<file path="src/hw/rtl/slc_pkg.sv">
// ----------------------------------------------------------------------------
// slc_pkg: shared types and constants of the set-associative LRU cache model
// Access kinds, register indexes, controller states and the command and
// status groups between controller and datapath.
// ----------------------------------------------------------------------------
package slc_pkg;

    localparam int ADDR_W = 64;
    localparam int CNT_W  = 32;
    localparam int KIND_W = 2;
    localparam int CFG_INDEX_W = 2;
    localparam int CFG_DATA_W  = 6;

    localparam logic [KIND_W-1:0] KIND_LOAD   = 2'd0;
    localparam logic [KIND_W-1:0] KIND_STORE  = 2'd1;
    localparam logic [KIND_W-1:0] KIND_MODIFY = 2'd2;
    localparam logic [KIND_W-1:0] KIND_NONE   = 2'd3;

    localparam logic [CFG_INDEX_W-1:0] CFG_SET_BITS   = 2'd0;
    localparam logic [CFG_INDEX_W-1:0] CFG_BLOCK_BITS = 2'd1;
    localparam logic [CFG_INDEX_W-1:0] CFG_WAYS       = 2'd2;

    typedef enum logic [2:0] {
        ST_CLEAR,
        ST_IDLE,
        ST_LOOKUP,
        ST_UPDATE,
        ST_REREAD,
        ST_FINISH
    } t_state;

    typedef struct packed {
        logic clear;
        logic accept;
        logic read_in;
        logic read_again;
        logic lookup;
        logic update;
        logic first;
        logic load_out;
    } t_ctrl_cmd;

    typedef struct packed {
        logic clr_last;
        logic out_free;
    } t_ctrl_stat;

endpackage

</file>
<file path="src/hw/rtl/slc_ctrl.sv">
// ----------------------------------------------------------------------------
// slc_ctrl: access sequencer
// Steps each item through set read, way compare and row write-back (twice
// for a modify, not at all for an unused kind) and loads the output register.
// ----------------------------------------------------------------------------
module slc_ctrl (
    input  logic                           i_clk,
    input  logic                           i_rst_n,
    input  logic                           i_in_valid,
    output logic                           o_in_ready,
    input  logic [slc_pkg::KIND_W-1:0]     i_kind,
    input  slc_pkg::t_ctrl_stat            i_stat,
    output slc_pkg::t_ctrl_cmd             o_cmd
);
    import slc_pkg::*;

    t_state r_state, n_state;
    logic   r_second, n_second;
    logic   r_first, n_first;

    always_ff @(posedge i_clk) begin
        if (!i_rst_n) begin
            r_state  <= ST_CLEAR;
            r_second <= 1'b0;
            r_first  <= 1'b0;
        end else begin
            r_state  <= n_state;
            r_second <= n_second;
            r_first  <= n_first;
        end
    end

    always_comb begin
        n_state  = r_state;
        n_second = r_second;
        n_first  = r_first;
        unique case (r_state)
            ST_CLEAR: begin
                if (i_stat.clr_last) begin
                    n_state = ST_IDLE;
                end
            end
            ST_IDLE: begin
                if (i_in_valid) begin
                    n_second = (i_kind == KIND_MODIFY);
                    n_first  = 1'b1;
                    if (i_kind == KIND_NONE) begin
                        n_state = ST_FINISH;
                    end else begin
                        n_state = ST_LOOKUP;
                    end
                end
            end
            ST_LOOKUP: begin
                n_state = ST_UPDATE;
            end
            ST_UPDATE: begin
                n_first = 1'b0;
                if (r_second) begin
                    n_second = 1'b0;
                    n_state  = ST_REREAD;
                end else if (i_stat.out_free) begin
                    n_state = ST_IDLE;
                end else begin
                    n_state = ST_FINISH;
                end
            end
            ST_REREAD: begin
                n_state = ST_LOOKUP;
            end
            ST_FINISH: begin
                if (i_stat.out_free) begin
                    n_state = ST_IDLE;
                end
            end
            default: begin
                n_state = ST_CLEAR;
            end
        endcase
    end

    always_comb begin
        o_cmd      = '0;
        o_in_ready = 1'b0;
        unique case (r_state)
            ST_CLEAR: begin
                o_cmd.clear = 1'b1;
            end
            ST_IDLE: begin
                o_in_ready = 1'b1;
                if (i_in_valid) begin
                    o_cmd.accept  = 1'b1;
                    o_cmd.read_in = (i_kind != KIND_NONE);
                end
            end
            ST_LOOKUP: begin
                o_cmd.lookup = 1'b1;
            end
            ST_UPDATE: begin
                o_cmd.update   = 1'b1;
                o_cmd.first    = r_first;
                o_cmd.load_out = !r_second && i_stat.out_free;
            end
            ST_REREAD: begin
                o_cmd.read_again = 1'b1;
            end
            ST_FINISH: begin
                o_cmd.load_out = i_stat.out_free;
            end
            default: begin
                o_cmd = '0;
            end
        endcase
    end

    a_update_after_lookup: assert property (@(posedge i_clk) disable iff (!i_rst_n)
        r_state == ST_UPDATE |-> $past(r_state) == ST_LOOKUP)
        else $error("write-back without a preceding compare");

    a_reread_once: assert property (@(posedge i_clk) disable iff (!i_rst_n)
        r_state == ST_REREAD |-> !r_second && $past(r_second))
        else $error("second access without a pending modify");

    a_accept_leaves_idle: assert property (@(posedge i_clk) disable iff (!i_rst_n)
        o_cmd.accept |=> r_state != ST_IDLE)
        else $error("item accepted but sequencer stayed idle");

endmodule

</file>
<file path="config.mk">
export PLATFORM = sky130hd
export DESIGN_NAME = slc_ctrl
export DESIGN_NICKNAME = d
export VERILOG_FILES = /design/src/hw/rtl/slc_pkg.sv /design/src/hw/rtl/slc_ctrl.sv
export SDC_FILE = /design/constraint.sdc
export NUM_CORES = 1
export LEC_CHECK = 0
export BUFFER_PORTS_ARGS = -buffer_cell sky130_fd_sc_hd__buf_2
export CAP_MARGIN = 20
export CORE_AREA = 2 2 39 41
export DETAILED_ROUTE_END_ITERATION = 7
export DIE_AREA = 0 0 41 43
export GPL_ROUTABILITY_DRIVEN = 1
export PLACE_DENSITY_LB_ADDON = 0.25
export SYNTH_ARGS = -nofsm -noshare
export SYNTH_HDL_FRONTEND = slang
export SYNTH_SLANG_ARGS = --single-unit
export TNS_END_PERCENT = 30
</file>
<file path="constraint.sdc">
create_clock -name i_clk -period 1.16 [get_ports i_clk]
set_input_delay 0.174 -clock i_clk [delete_from_list [all_inputs] [get_ports i_clk]]
set_output_delay 0.174 -clock i_clk [all_outputs]
set_load 0.02 [all_outputs]
</file>
==> summary.md <==
| Metric | Value |
|---|---|
| Sink Count | 5 |
| First drt pass iteration count | 4 |
| CTS Hold Bufs | 0 |
| Post-Synth Simple-Gate Area | 0.380 |
| Placed cell areas | between 500 and 600 um2 |
| Synth Area in Compound Gates | 0.266 |
| FF-to-FF setup slack | -0.06 ns |
| Most frequent cells in the layout | buf_4 (15), buf_2 (7), buf_6 (6) |
| Vias in the first global route | approximately 400 |
| Synthesized cell area | between 300 and 400 um2 |
| Sw Share | 0.320 |
| Final Hold Viols | 0 |
| I/O Pins | 16 |
| Startpoint Class | register |
| Crit path kind | register to output port |
| P_int | ~0.47 mW |
| Vias per inst | 4.87 |
| Syn Area/Cell | between 7 and 8 um2 |
| DR vias | roughly 480 |
| Fin nets | 90 |
| Status | finished, violations left |
| WP buf/inv | 2 |
| Synth Register Bits | 5 |
| Peak supply drop | about 550 uV |
| Layout Skew | a little over 0.005 ns |
| Final ANT Viol Nets | 0 |
| HP Class | primary input to register |
| Static leakage | between 0.3 and 0.4 nW |
| Gpl congestion | 0.746 |
| H-tree depth | 1 |
| Worst Tran Pin Value | 0.174 ns |
| First-pass GRT wire length | approximately 1500 um |
| Clk pwr share | 0.283 |
| Flop pwr share | 0.292 |
| Row count | 14 |
| CTS max path bufs | 2 |
| Ys async rst share | 0 |
| Total Die Area | about 1800 um2 |
| Total CTS buffers | 3 |
| Yosys warning count | 0 |
| HPWL Detailed | roughly 780 um |
| Tcrit/Tclk final | 1.17 |
| Drt total wl | between 1000 and 1500 um |
| Combinational share of power | 0.425 |
| Root Buffer | clkbuf_4 |
| Max Slew Vio Count | 0 |
| Biggest fanout along the worst timing path | 6 |
| RSZ-0062 raised after global routing | yes |
| Fill count | approximately 140 |
| Initial antenna violation count | 0 |
| Most frequently used flop master after synthesis | dfxtp_1 |
| Setup tns final | -1.25 ns |
| CTS tree | done |
| Delay-heaviest family, CP | simple AND/OR/NAND/NOR gates |
| Mapped Cells | 53 |
| Failing checks | negative setup slack |
| Sequential fraction of the synthesis area | 0.260 |
| Antenna cell count | 0 |
| Main combinational cell family by area after synthesis | simple AND/OR/NAND/NOR gates |
| Most common cell after layout, fill and taps aside | buf_4 |
| DRC violations left | 0 |
| Share of cells above drive strength 1 | 0.549 |
| Max_cap viols | 0 |
| PwrDens | 1040 nW/um2 |
| P_sw | approximately 0.22 mW |
| Area Growth Syn to Fin | 73.4% |
| Core area | roughly 1400 um2 |
| Die boundary width | roughly 41 um |
| Clock-pin slew on the worst setup and hold paths | around 0.04 ns |
| Post-Synth XOR/XNOR Area | 0 |
| Mux cell area share after synthesis | 0 |
| Worst EP required | 0.99 ns |
| Initial Util | 0.278 |
| Gr ovfl total | 0 |
| Post-synth EDFFs | 0 |
| Critical Path Max Stage Delay | 0.41 ns |
| Avg WL per Cell | ~10 um |
| Worst skew pair latency | roughly 0.24 ns |
| Post-synth cell types | 26 |
| Relative slew slack | 0.884 |
| Die height | roughly 43 um |
| # setup viols final | 11 |
| # port buffers | 15 |
| Worst path arrival time | 1.19 ns |
| Slowest stage cell, crit path | or3b_4 |
| Tmin final | 1.36 ns |
| Syn_nets | 60 |
| Post-synthesis adder-cell area fraction | 0 |
| Cell area after layout | 668 um2 |
| Tot GR Track Use | 0.129 |
| Crit end category | output port |
| Setup WS post-layout | -0.201 ns |
| Cell breakdown of the critical path | or3b_4 -> inv_2 -> buf_6 |
| FMAX | approximately 730 MHz |
| First DRT Iteration DRCs | 5 |
| Largest net degree at the start of global routing | 9 |
## per-stage QoR
stage / utilization / worst slack [ns] / power [mW] / hold WS [ns] / std cells
final: 0.483 / -0.201 / 0.698 / 0.203 / 98
after global routing: 0.483 / -0.257 / 0.743 / 0.201 / 98
after CTS: 0.461 / -0.215 / 0.688 / 0.197 / 96
after detailed placement: 0.384 / -0.0876 / 0.446 / 0.458 / 90
after global placement: 0.384 / -0.101 / 0.446 / 0.456 / 90
after floorplan: - / -0.0793 / 0.355 / 0.302 / 53
## cells by family (layout without fill, tap and decap cells)
logic type	Yosys count	in the layout
compound gates	14	14
buf+inv	7	36
flops	5	5
simple gates	27	27
## sequential cells by signal (all words and copies together) (netlist names)
| signal | cells |
|---|---|
| r_state | 3 |
| r_second | 1 |
| r_first | 1 |
## synth_stat cells, types with 2 or more instances
| master | instances | share of area |
|---|---|---|
| a21oi_1 | 3 | 0.039 |
| nand2b_1 | 5 | 0.081 |
| nor2b_1 | 2 | 0.032 |
| inv_1 | 3 | 0.029 |
| nand2_1 | 4 | 0.039 |
| nor2_1 | 6 | 0.058 |
| dfxtp_1 | 5 | 0.26 |
| nand3b_1 | 3 | 0.058 |
| buf_2 | 2 | 0.026 |
| nand3_1 | 4 | 0.052 |
## worst paths after layout
kind	cells after the start	to	from
max	3	o_in_ready	r_state[2]
min	2	r_state[1]	i_rst_n
max reg2reg	4	r_state[2]	r_state[2]
min reg2reg	2	r_first	r_first
## metal layers
metal  vias up  GRT usage  wire length, um
met2        10      0.188              533
met1       220      0.151              430
met5         -          0                0
met4         0      0.120               10
met3         2     0.0157               49
li1        245          -                -
## power groups by stage
stage / Combinational [mW] / Sequential, mW / Clock (mW)
final: 0.297 / 0.204 / 0.198
after global routing: 0.319 / 0.205 / 0.219
after CTS: 0.279 / 0.203 / 0.206
after detailed placement: 0.241 / 0.205 / 0
after global placement: 0.241 / 0.205 / 0
after floorplan: 0.158 / 0.197 / 0
## cell type report
type	instances	area, um2	area share
flip-flops and latches	5	109	0.163
inverters	4	15.0	0.0225
well taps	16	20.0	0.0300
repair buffers	28	215	0.322
multi-input cells	41	283	0.423
clock buffers	4	26.3	0.0393
## timing repair
item,4_1_cts,5_1_grt
gates cloned,0,0
gates resized for setup,24,5
setup buffers,2,2
setup endpoints to repair,13,11
pin swaps,3,2
Power figures use the tool's default switching activity.
